### config.mk
export PLATFORM = sky130hd
export DESIGN_NAME = altitude_hold_cascaded_pid
export DESIGN_NICKNAME = d
export VERILOG_FILES = /design/src/sv/ahcp_pkg.sv /design/src/sv/altitude_hold_cascaded_pid.sv /design/src/sv/ahcp_mul.sv /design/src/sv/ahcp_seq.sv
export SDC_FILE = /design/constraint.sdc
export NUM_CORES = 1
export LEC_CHECK = 0
export ABC_CLOCK_PERIOD_IN_PS = 11000
export BUFFER_PORTS_ARGS = -buffer_cell sky130_fd_sc_hd__buf_2
export CORE_MARGIN = 10
export CORE_UTILIZATION = 40
export CTS_BUF_LIST = sky130_fd_sc_hd__clkbuf_8
export DETAILED_ROUTE_END_ITERATION = 16
export RECOVER_POWER = 100
export SETUP_SLACK_MARGIN = 0.3
export SLEW_MARGIN = 20
export SYNTH_ARGS = -nofsm -noshare
export SYNTH_HDL_FRONTEND = slang
export SYNTH_HIERARCHICAL = 1
export SYNTH_SLANG_ARGS = --single-unit
### constraint.sdc
create_clock -name clk -period 11 [get_ports clk]
set_input_delay 1.65 -clock clk [delete_from_list [all_inputs] [get_ports clk]]
set_output_delay 1.65 -clock clk [all_outputs]
set_load 0.005 [all_outputs]
### src/sv/ahcp_pkg.sv
// ahcp_pkg: shared types, constants and helper functions for the altitude hold controller
// no dependencies; imported by ahcp_mul, ahcp_seq, altitude_hold_cascaded_pid and the testbench
package ahcp_pkg;

	// limits and scales of the cascaded loops
	localparam int LEVEL_LIMIT   = 800;
	localparam int ALT_ERR_LIMIT = 500;
	localparam int ALT_DEADBAND  = 10;
	localparam int SPEED_LIMIT   = 300;
	localparam int ALT_P_SHIFT   = 7;     // divide by 128
	localparam int VEL_PD_SHIFT  = 9;     // divide by 512
	localparam int VEL_I_SHIFT   = 13;    // divide by 8192
	localparam int I_TERM_LIMIT  = 200;
	localparam int INTEG_LIMIT   = (1 << VEL_I_SHIFT) * I_TERM_LIMIT;
	localparam int D_LIMIT       = 150;

	// datapath widths
	localparam int GAIN_W  = 8;
	localparam int OPND_W  = 17;
	localparam int PROD_W  = GAIN_W + 1 + OPND_W;
	localparam int INTEG_W = 22;
	localparam int ADJ_W   = 11;

	// register indexes
	localparam logic [7:0] REG_ALT_P = 8'd0;
	localparam logic [7:0] REG_VEL_P = 8'd1;
	localparam logic [7:0] REG_VEL_I = 8'd2;
	localparam logic [7:0] REG_VEL_D = 8'd3;

	// register reset values
	localparam logic [GAIN_W-1:0] ALT_P_RST = 8'd50;
	localparam logic [GAIN_W-1:0] VEL_P_RST = 8'd120;
	localparam logic [GAIN_W-1:0] VEL_I_RST = 8'd45;
	localparam logic [GAIN_W-1:0] VEL_D_RST = 8'd1;

	// multiplier operand selection
	typedef enum logic [1:0] {
		MUL_ALT,
		MUL_VEL_P,
		MUL_VEL_I,
		MUL_VEL_D
	} mul_sel_t;

	// sequencer states
	typedef enum logic [2:0] {
		ST_IDLE,
		ST_ALT,
		ST_VERR,
		ST_MP,
		ST_MI,
		ST_MD,
		ST_FIN,
		ST_OUT
	} seq_state_t;

	// sequencer to datapath controls
	typedef struct packed {
		mul_sel_t mul_sel;
		logic     ld_err;
		logic     ld_p;
		logic     ld_integ;
		logic     ld_adj;
		logic     out_load;
	} ctrl_t;

	// signed divide by 2**k, truncating toward zero
	function automatic logic signed [PROD_W-1:0] div_pow2(
		input logic signed [PROD_W-1:0] x,
		input int unsigned              k
	);
		logic signed [PROD_W-1:0] bias;
		bias = x[PROD_W-1] ? ((PROD_W'(1) <<< k) - PROD_W'(1)) : '0;
		return (x + bias) >>> k;
	endfunction

	// symmetric saturation to +-lim
	function automatic logic signed [PROD_W-1:0] sat(
		input logic signed [PROD_W-1:0] x,
		input int                       lim
	);
		logic signed [PROD_W-1:0] l;
		l = PROD_W'(lim);
		if (x > l)
			return l;
		else if (x < -l)
			return -l;
		return x;
	endfunction

endpackage

### src/sv/altitude_hold_cascaded_pid.sv
// altitude_hold_cascaded_pid: altitude P stage cascaded into a vertical speed PID
// depends on ahcp_pkg, ahcp_mul, ahcp_seq
//
//  channel  signals                                  direction  notes
//  cfg      cfg_valid/cfg_ready, cfg_index, cfg_data  in         always ready, index 0..3
//  in       in_valid/in_ready, eight update fields     in         one update per transfer
//  out      out_valid/out_ready, throttle_adjust,      out        one result per update
//           level_ok
//
// after its input transfer a level update goes through the altitude pass of the single gain
// multiplier and its product register, the speed error, the P, I and D passes, the final
// sum and the output load, which waits until the output register is free
// a tilted update skips the loops and goes straight to the output load
// the block takes no new update until the result has left for the output register
// reset restores the default gains and zeroes the integrator and previous acceleration
module altitude_hold_cascaded_pid (
	input  logic                                clk,
	input  logic                                arst_n,
	// configuration
	input  logic                                cfg_valid,
	output logic                                cfg_ready,
	input  logic [7:0]                          cfg_index,
	input  logic [ahcp_pkg::GAIN_W-1:0]         cfg_data,
	// input items
	input  logic                                in_valid,
	output logic                                in_ready,
	input  logic signed [23:0]                  target_altitude,
	input  logic signed [23:0]                  estimated_altitude,
	input  logic signed [15:0]                  estimated_speed,
	input  logic signed [10:0]                  speed_command,
	input  logic signed [11:0]                  roll_angle,
	input  logic signed [11:0]                  pitch_angle,
	input  logic signed [15:0]                  vertical_accel,
	input  logic                                clear_integrator,
	// results
	output logic                                out_valid,
	input  logic                                out_ready,
	output logic signed [ahcp_pkg::ADJ_W-1:0]   throttle_adjust,
	output logic                                level_ok
);
	import ahcp_pkg::*;

	ctrl_t                      ctrl;
	logic                       in_fire;
	logic                       out_free;
	logic                       level_now;

	logic [GAIN_W-1:0]          alt_p_q, vel_p_q, vel_i_q, vel_d_q;
	logic signed [23:0]         tgt_q, est_q;
	logic signed [15:0]         spd_q;
	logic signed [10:0]         cmd_q;
	logic signed [OPND_W-1:0]   accsum_q;
	logic signed [15:0]         prev_acc_q;
	logic                       level_q;
	logic signed [INTEG_W-1:0]  integ_q;
	logic signed [OPND_W-1:0]   err_q;
	logic signed [9:0]          p_q;
	logic signed [ADJ_W-1:0]    adj_q;
	logic                       out_valid_q;

	logic [GAIN_W-1:0]          mul_gain;
	logic signed [OPND_W-1:0]   mul_opnd;
	logic signed [PROD_W-1:0]   prod_q;

	logic signed [24:0]         alt_diff;
	logic signed [9:0]          alt_err;
	logic signed [9:0]          alt_db;
	logic signed [PROD_W-1:0]   vq_full;
	logic signed [10:0]         vcmd;
	logic signed [PROD_W-1:0]   p_full;
	logic signed [PROD_W:0]     integ_sum;
	logic signed [INTEG_W-1:0]  integ_new;
	logic signed [INTEG_W-1:0]  i_bias;
	logic signed [INTEG_W-1:0]  i_full;
	logic signed [PROD_W-1:0]   d_full;
	logic signed [ADJ_W:0]      adj_sum;

	assign in_fire   = in_valid & in_ready;
	assign out_free  = !out_valid_q || out_ready;
	assign cfg_ready = 1'b1;

	// level check on the incoming attitude
	assign level_now = (roll_angle < 12'sd800) && (roll_angle > -12'sd800) &&
		(pitch_angle < 12'sd800) && (pitch_angle > -12'sd800);

	ahcp_seq u_seq (
		.clk      (clk),
		.arst_n   (arst_n),
		.in_fire  (in_fire),
		.level    (level_now),
		.out_free (out_free),
		.in_ready (in_ready),
		.ctrl     (ctrl)
	);

	// gain registers
	always_ff @(posedge clk or negedge arst_n) begin
		if (!arst_n) begin
			alt_p_q <= ALT_P_RST;
			vel_p_q <= VEL_P_RST;
			vel_i_q <= VEL_I_RST;
			vel_d_q <= VEL_D_RST;
		end else if (cfg_valid && cfg_ready) begin
			unique case (cfg_index)
				REG_ALT_P: alt_p_q <= cfg_data;
				REG_VEL_P: vel_p_q <= cfg_data;
				REG_VEL_I: vel_i_q <= cfg_data;
				REG_VEL_D: vel_d_q <= cfg_data;
				default: ;
			endcase
		end
	end

	// captured update fields
	always_ff @(posedge clk) begin
		if (in_fire) begin
			tgt_q    <= target_altitude;
			est_q    <= estimated_altitude;
			spd_q    <= estimated_speed;
			cmd_q    <= speed_command;
			accsum_q <= OPND_W'(vertical_accel) + OPND_W'(prev_acc_q);
		end
	end

	// altitude error: clamp then deadband
	always_comb begin
		alt_diff = 25'(tgt_q) - 25'(est_q);
		if (alt_diff > 25'sd500)
			alt_err = 10'sd500;
		else if (alt_diff < -25'sd500)
			alt_err = -10'sd500;
		else
			alt_err = alt_diff[9:0];
		if (alt_err < 10'sd10 && alt_err > -10'sd10)
			alt_db = '0;
		else if (alt_err > 10'sd0)
			alt_db = alt_err - 10'sd10;
		else
			alt_db = alt_err + 10'sd10;
	end

	// shared multiplier operand selection
	always_comb begin
		unique case (ctrl.mul_sel)
			MUL_ALT: begin
				mul_gain = alt_p_q;
				mul_opnd = OPND_W'(alt_db);
			end
			MUL_VEL_P: begin
				mul_gain = vel_p_q;
				mul_opnd = err_q;
			end
			MUL_VEL_I: begin
				mul_gain = vel_i_q;
				mul_opnd = err_q;
			end
			MUL_VEL_D: begin
				mul_gain = vel_d_q;
				mul_opnd = accsum_q;
			end
			default: begin
				mul_gain = alt_p_q;
				mul_opnd = OPND_W'(alt_db);
			end
		endcase
	end

	ahcp_mul u_mul (
		.clk    (clk),
		.gain   (mul_gain),
		.opnd   (mul_opnd),
		.prod_q (prod_q)
	);

	// post-product scaling and term assembly
	always_comb begin
		vq_full   = sat(div_pow2(prod_q, ALT_P_SHIFT), SPEED_LIMIT);
		vcmd      = (cmd_q == 11'sd0) ? vq_full[10:0] : cmd_q;
		p_full    = sat(div_pow2(prod_q, VEL_PD_SHIFT), SPEED_LIMIT);
		integ_sum = (PROD_W + 1)'(integ_q) + (PROD_W + 1)'(prod_q);
		if (integ_sum > (PROD_W + 1)'(INTEG_LIMIT))
			integ_new = INTEG_W'(INTEG_LIMIT);
		else if (integ_sum < -(PROD_W + 1)'(INTEG_LIMIT))
			integ_new = -INTEG_W'(INTEG_LIMIT);
		else
			integ_new = integ_sum[INTEG_W-1:0];
		i_bias    = integ_q[INTEG_W-1] ? INTEG_W'((1 << VEL_I_SHIFT) - 1) : '0;
		i_full    = (integ_q + i_bias) >>> VEL_I_SHIFT;
		d_full    = sat(div_pow2(prod_q, VEL_PD_SHIFT), D_LIMIT);
		adj_sum   = (ADJ_W + 1)'(p_q) + (ADJ_W + 1)'($signed(i_full[8:0])) -
			(ADJ_W + 1)'($signed(d_full[8:0]));
	end

	// working registers of the loops
	always_ff @(posedge clk) begin
		if (in_fire)
			level_q <= level_now;
		if (ctrl.ld_err)
			err_q <= OPND_W'(vcmd) - OPND_W'(spd_q);
		if (ctrl.ld_p)
			p_q <= p_full[9:0];
		if (in_fire)
			adj_q <= '0;
		else if (ctrl.ld_adj)
			adj_q <= adj_sum[ADJ_W-1:0];
	end

	// loop state: integrator and previous acceleration
	always_ff @(posedge clk or negedge arst_n) begin
		if (!arst_n) begin
			integ_q    <= '0;
			prev_acc_q <= '0;
		end else begin
			if (in_fire) begin
				prev_acc_q <= vertical_accel;
				if (clear_integrator)
					integ_q <= '0;
			end else if (ctrl.ld_integ) begin
				integ_q <= integ_new;
			end
		end
	end

	// output register
	always_ff @(posedge clk or negedge arst_n) begin
		if (!arst_n)
			out_valid_q <= 1'b0;
		else if (ctrl.out_load)
			out_valid_q <= 1'b1;
		else if (out_ready)
			out_valid_q <= 1'b0;
	end

	always_ff @(posedge clk) begin
		if (ctrl.out_load) begin
			throttle_adjust <= adj_q;
			level_ok        <= level_q;
		end
	end

	assign out_valid = out_valid_q;

	// a tilted result carries no correction
	a_tilt_zero: assert property (@(posedge clk) disable iff (!arst_n)
		out_valid && !level_ok |-> throttle_adjust == '0)
		else $error("tilted result with nonzero throttle adjustment");

	// adjustment stays within the sum of the term limits
	a_adj_range: assert property (@(posedge clk) disable iff (!arst_n)
		out_valid |-> (throttle_adjust <= 11'sd650) && (throttle_adjust >= -11'sd650))
		else $error("throttle adjustment out of range");

	// integrator stays within its clamp
	a_integ_range: assert property (@(posedge clk) disable iff (!arst_n)
		(integ_q <= INTEG_W'(INTEG_LIMIT)) && (integ_q >= -INTEG_W'(INTEG_LIMIT)))
		else $error("integrator beyond its limit");

	// no new update is taken while one is in progress
	a_busy: assert property (@(posedge clk) disable iff (!arst_n)
		in_fire |=> !in_ready)
		else $error("input accepted while busy");

	// a result is only loaded when the output register is free
	a_no_overwrite: assert property (@(posedge clk) disable iff (!arst_n)
		ctrl.out_load |-> (!out_valid_q || out_ready))
		else $error("result overwritten before transfer");

endmodule

### src/sv/ahcp_mul.sv
// ahcp_mul: shared gain multiplier with registered product
// depends on ahcp_pkg
module ahcp_mul (
	input  logic                                clk,
	input  logic [ahcp_pkg::GAIN_W-1:0]         gain,
	input  logic signed [ahcp_pkg::OPND_W-1:0]  opnd,
	output logic signed [ahcp_pkg::PROD_W-1:0]  prod_q
);
	import ahcp_pkg::*;

	logic signed [GAIN_W:0] gain_s;

	// unsigned gain as a non-negative signed operand
	assign gain_s = $signed({1'b0, gain});

	// product register
	always_ff @(posedge clk) begin
		prod_q <= gain_s * opnd;
	end

endmodule

### src/sv/ahcp_seq.sv
// ahcp_seq: sequencer stepping one update through the shared multiplier
// depends on ahcp_pkg
module ahcp_seq (
	input  logic            clk,
	input  logic            arst_n,
	input  logic            in_fire,
	input  logic            level,
	input  logic            out_free,
	output logic            in_ready,
	output ahcp_pkg::ctrl_t ctrl
);
	import ahcp_pkg::*;

	seq_state_t state_q, state_d;

	// state register
	always_ff @(posedge clk or negedge arst_n) begin
		if (!arst_n)
			state_q <= ST_IDLE;
		else
			state_q <= state_d;
	end

	// next state and controls
	always_comb begin
		state_d       = state_q;
		ctrl          = '0;
		ctrl.mul_sel  = MUL_ALT;
		in_ready      = 1'b0;
		unique case (state_q)
			ST_IDLE: begin
				in_ready = 1'b1;
				if (in_fire)
					state_d = level ? ST_ALT : ST_OUT;
			end
			ST_ALT: begin
				ctrl.mul_sel = MUL_ALT;
				state_d      = ST_VERR;
			end
			ST_VERR: begin
				ctrl.ld_err = 1'b1;
				state_d     = ST_MP;
			end
			ST_MP: begin
				ctrl.mul_sel = MUL_VEL_P;
				state_d      = ST_MI;
			end
			ST_MI: begin
				ctrl.mul_sel = MUL_VEL_I;
				ctrl.ld_p    = 1'b1;
				state_d      = ST_MD;
			end
			ST_MD: begin
				ctrl.mul_sel  = MUL_VEL_D;
				ctrl.ld_integ = 1'b1;
				state_d       = ST_FIN;
			end
			ST_FIN: begin
				ctrl.ld_adj = 1'b1;
				state_d     = ST_OUT;
			end
			ST_OUT: begin
				if (out_free) begin
					ctrl.out_load = 1'b1;
					state_d       = ST_IDLE;
				end
			end
			default: state_d = ST_IDLE;
		endcase
	end

endmodule

After elaboration in Yosys (flattened, before gate mapping) --
Index checks and enable logic that the tools add are counted.
Storage, ports and cells: register bits after elaboration 243, bits of input ports 137, output and inout port bits 15, word-level logic and storage cells 129
Cells by class: add/subtract/negate cells 11, multiply operators 1, magnitude comparators 17, eq/ne operators 16, muxes and demuxes 44, bitwise logic cells 1, reductions and logical operators 19
Operator list (number):
- $mux W22 | 5
- $mux W10 | 7
- $pmux W17 S3 | 1
- $mux W11 | 4
- $mux W9 | 4
- $pmux W8 S4 | 1
- $add A22 B26 Y27 | 1
- $gt A27 B22 Y1 const B | 1
- $lt A27 B22 Y1 const B | 1
- $add A26 B10 Y26 | 1
- $add A26 B8 Y26 | 1
- $mul A9 B17 Y26 | 1
- $gt A25 B10 Y1 const B | 1
- $lt A25 B10 Y1 const B | 1
- $sub A24 B24 Y25 | 1
- $gt A12 B11 Y1 const B | 2
- $lt A12 B11 Y1 const B | 2
- $pmux W3 S8 | 1
- $add A22 B14 Y22 | 1
- $gt A19 B10 Y1 const B | 1
- $lt A19 B10 Y1 const B | 1
- $add A16 B16 Y17 | 1
- $gt A17 B10 Y1 const B | 1
- $gt A17 B9 Y1 const B | 1
- other kinds (34) | 67

Depth between registers and ports, before layout --
depth in word-level cells 9, depth in mapped cells 39, gate-level depth less buffers 37

Modules after synthesis --
Netlist, hierarchy kept.
By module, submodules not included:
- altitude_hold_cascaded_pid | instances 1, cells an instance 1595, area an instance 15418.5 sq um, seq. area each 5975.7 sq um
- ahcp_mul | instances 1, cells an instance 630, area an instance 5614.1 sq um, seq. area each 520.5 sq um
- ahcp_seq | instances 1, cells an instance 24, area an instance 217.7 sq um, seq. area each 75.1 sq um

Worst setup path before layout --
OpenSTA, ideal clock, no wires.
path kind flip-flop to flip-flop, from register est_q[0], to register u_mul/prod_q[24] in the netlist's numbering, data arrival time 8.365 ns, data required time 10.873 ns, setup slack 2.508 ns, cell stages (with the launch flop) 34, period minus slack after synthesis 8.492 ns, cells stage by stage edfxtp_1 > ha_1 > fa_1 > and2b_1 > o31a_4 > o22ai_4 > or4_4 > a31oi_4 > xnor2_1 > or4_1 > nor3b_1 > a21oi_1 > nor2_1 > inv_1 > ha_1 > nor2_1 > nor2_1 > and3_2 > or4_1 > o211ai_1 > nand2_1 > fa_1 > inv_1 > fa_1 > fa_1 > inv_1 > fa_1 > inv_1 > ha_1 > a21o_2 > a221oi_2 > o41ai_2 > nor4b_4 > or3_1
On the way: cells in the longest elaborated chain, start to end 9, elaborated cells on any way between the ends 15, classes of those cells 3 x add/sub; 1 x mul; 5 x order compare; 5 x mux; 1 x reduce/logical
RTL lines:
- start, declared | RTL line altitude_hold_cascaded_pid.sv:49 | logic signed [23:0] tgt_q, est_q;
- start signal, assigned | RTL line altitude_hold_cascaded_pid.sv:118 | est_q <= estimated_altitude;
- $sub A24 B24 Y25 (*) | RTL line altitude_hold_cascaded_pid.sv:127 | alt_diff = 25'(tgt_q) - 25'(est_q);
- $lt A25 B10 Y1 | RTL line altitude_hold_cascaded_pid.sv:130 | else if (alt_diff < -25'sd500)
- $mux W10 | RTL line altitude_hold_cascaded_pid.sv:130
- $mux W10 (*) | RTL line altitude_hold_cascaded_pid.sv:128 | if (alt_diff > 25'sd500)
- $add A10 B5 Y10 (tied with other cells) | RTL line altitude_hold_cascaded_pid.sv:139 | alt_db = alt_err + 10'sd10;
- $mux W10 / $logic_and A1 B1 Y1 (equally long branches) | RTL line altitude_hold_cascaded_pid.sv:136, altitude_hold_cascaded_pid.sv:134
- $mux W10 (*) | RTL line altitude_hold_cascaded_pid.sv:134 | if (alt_err < 10'sd10 && alt_err > -10'sd10)
- $pmux W17 S3 (*) | RTL line altitude_hold_cascaded_pid.sv:144 | unique case (ctrl.mul_sel)
- net mul_opnd[7] | RTL line altitude_hold_cascaded_pid.sv:62 | logic signed [OPND_W-1:0] mul_opnd;
- $mul A9 B17 Y26 (*) | RTL line ahcp_mul.sv:18 | prod_q <= gain_s * opnd;
- end signal, assigned | RTL line ahcp_mul.sv:18
- end, declared | RTL line ahcp_mul.sv:7 | output logic signed [ahcp_pkg::PROD_W-1:0] prod_q
The timed path passes the listed nets; every way through them passes the cells marked *. A chain may end at the register's enable or synchronous reset.

Worst setup path in the final report --
Same ends and word-level chain as after synthesis.

==> results.txt <==
Synth area leaders - edfxtp_1, fa_1, ha_1
Fmax achieved - 0.101 GHz
Post-DP HPWL - 42,800 µm
Syn. warnings - 6
Row count - 84
Xor/xnor share of the synthesized area - 0.0490
Seq/Total Area, Yosys - 0.309
Hold depth - 0
Skew-Pair Late Insertion Delay - 630 ps
Per-cell routed wire length - 17.7 µm
Final period util - 0.902
Vias per cell - 5.46
Die X - 250 µm
FF+latch area - 0.00657 mm²
Die height - 250 µm
Worst Hold Slack - 424 ps
CP max stage cell - or4_1
Top FF cell, synth - edfxtp_1
Clk buf depth - 3
Synth top area share - 0.187
RSZ-0062 raised after global routing - false
Most used cell, CP - fa_1
Post-CTS sizing - 0
Core ar. - 0.0526 mm²
Root Buffer - clkbuf_8
Total wire length - 55,300 µm
Failing checks - max-capacitance violations, max-slew violations
GRT Total Usage - 0.175
Iteration-0 DRC Markers - 1,093
#FFs+latches synth - 243
Routed Antenna Nets - 0
IO Port Bufs - 150
Largest net degree at the start of global routing - 75
Io pins - 152
R2R cell count - 33
Fillers - 5,132
Fin. Hold Viols - 0
DIE AREA - 0.0627 mm²
Critical path's largest stage delay - 620 ps
Critical Path AT - 10,390 ps
Area of the multi-input gates - 0.0134 mm²
Post-synthesis mux area share - 0.0241
Mapped cell area - 0.0213 mm²
Average cell area after synthesis - 9.45 µm²
Combinational family with the most area after synthesis - adder cells
Hold Path End - level_ok
Status - finished, violations left
Crit path kind - reg -> reg
Sink Count - 243
EDFF count, synth - 132
CTS H-tree lvls - 2
Worst setup EP type - register
Simple-Gate Fraction of Synth Area - 0.170
CP Launch Type - register
Final setup viols - 0
R2r startpoint - est_q[0]
Setup slack at placement - 1510 ps
Fin crit period - 9920 ps
Setup_tns - 0 ps
Max-slew violation count - 203
Worst clock skew - 43.8 ps
CTS tree - built
Synth Instances - 2,249
CTS Buf Count - 44
Critical Path RT - 11,470 ps
Adder-cell share of the synthesized area - 0.216
Relative slew slack - -2.03
Gr ovfl total - 0
Least-Margin Pin Slew - 4540 ps
Post-CTS Hold Buffers - 0
Vias in the first global route - 17.4k
Total number of vias - 17.0k
Clock transition at path regs - 60 ps
Area Overhead vs Synth - 10.8%
Post-synth net total - 2,679
DRC - 0
Post-route setup slack - 1080 ps
Router iterations before antenna repair - 6
Post-CTS setup buffer count - 0
Worst min path class - reg -> reg
RR Endpoint - u_mul/prod_q[24]
Max Cap Viol - 3
Max FO, Critical Path - 8
Initial core utilization - 0.404
Placer Congestion - 0.891
Antenna violations before repair - 0
Register-to-register setup slack - 1080 ps
Distinct cells, synth - 108
Synth area leader - edfxtp_1
Ys async rst share - 0.305
Layout cells sized above 1 - 0.125
Final nets - 2,822
Compound-Gate Fraction of Synth Area - 0.172
HP Start - level_q
Global-route wire length before repair - 91,300 µm
-- cells in the mapped netlist (26+ instances only) --
cell type / count
o21ai_0: 80
nor2_1: 125
edfxtp_1: 132
dfrtp_1: 62
nor3_1: 28
nand3_1: 51
mux2_2: 33
xnor2_1: 76
a21o_1: 43
nand2_1: 224
dfxtp_1: 37
xor2_1: 41
a21oi_1: 117
clkbuf_1: 46
inv_1: 255
ha_1: 171
and2_1: 97
fa_1: 122
nand4_1: 26
-- worst max path at each step --
stage	start	to	slack, ps	depth (start not counted)
finish	est_q[0]	u_mul/prod_q[24]	1080	33
global route	tgt_q[0]	u_mul/prod_q[24]	480	34
CTS	tgt_q[0]	u_mul/prod_q[24]	1400	34
detailed placement	est_q[0]	u_mul/prod_q[24]	1510	33
global placement	est_q[0]	u_mul/prod_q[24]	1720	33
floorplan	est_q[0]	u_mul/prod_q[24]	2510	33
-- cells in the final DEF, fill, tap and decap left out, drive strengths merged, types with 14 or more instances in the layout --
cell type / synthesis / layout
inv: 256 / 262
nand2: 224 / 224
ha: 171 / 171
buf: 20 / 135
edfxtp: 132 / 132
nor2: 126 / 126
fa: 122 / 122
a21oi: 118 / 118
and2: 97 / 97
o21ai: 93 / 93
clkbuf: 46 / 83
xnor2: 76 / 76
dfrtp: 62 / 62
nand3: 51 / 51
a21o: 47 / 47
xor2: 42 / 42
dfxtp: 37 / 37
mux2: 33 / 33
nor3: 30 / 30
nand4: 27 / 27
nand2b: 24 / 24
o21a: 24 / 24
nor2b: 23 / 23
o211ai: 22 / 22
and3: 22 / 22
a22oi: 19 / 19
clkinv: 2 / 19
a22o: 16 / 16
nor3b: 15 / 15
or3: 14 / 14
mux2i: 14 / 14
-- metal layers --
metal | part of all wire | vias to the layer above | wire length [µm] | track usage
met5 | 0 | - | 0 | 0
met4 | 0.014 | 0 | 785 | 0.0391
met3 | 0.055 | 57 | 3020 | 0.0294
met2 | 0.47 | 411 | 26000 | 0.293
met1 | 0.46 | 8299 | 25500 | 0.232
li1 | - | 8242 | - | -
-- logic make-up after synthesis --
group           count (synthesis)
compound gates                514
xor+xnor                      118
fa+ha+maj                     293
buf+inv                       326
flops                         243
mux                            47
other cells                     1
simple gates                  707
-- worst max-delay path: cells and delay by family, from the launching register on --
kind | cells | cell delay (ps)
compound gates | 7 | 1840
flops | 1 | 360
xor+xnor | 1 | 210
fa+ha+maj | 8 | 3290
simple gates | 13 | 3840
buf+inv | 4 | 230
-- through the flow --
stage,utilization,area [µm²],cells
2_1_floorplan,-,21300,2249
3_3_place_gp,0.432,22700,3034
3_5_place_dp,0.432,22700,3034
4_1_cts,0.450,23600,3116
5_1_grt,0.448,23500,3116
6_report,0.448,23500,3117
-- final cells by class --
type	count	area share
inverters	258	0.0412
repair buffers	165	0.0345
multi-input cells	1680	0.568
clock buffers	53	0.0310
clock inverters	29	0.00983
well taps	688	0.0366
diodes	1	0.000106
flip-flops and latches	243	0.279
-- state kept, by name (all words and copies together), names as in the netlist, 10 cells and up --
name / flops
est_q: 24
err_q: 17
u_mul/prod_q: 26
p_q: 10
integ_q: 22
adj_q: 11
cmd_q: 11
spd_q: 16
prev_acc_q: 16
tgt_q: 24
accsum_q: 17
throttle_adjust: 11
Power is left out: the tool's default activity adds up to more than one toggle a clock period on the data nets, which glitch-free logic cannot reach.
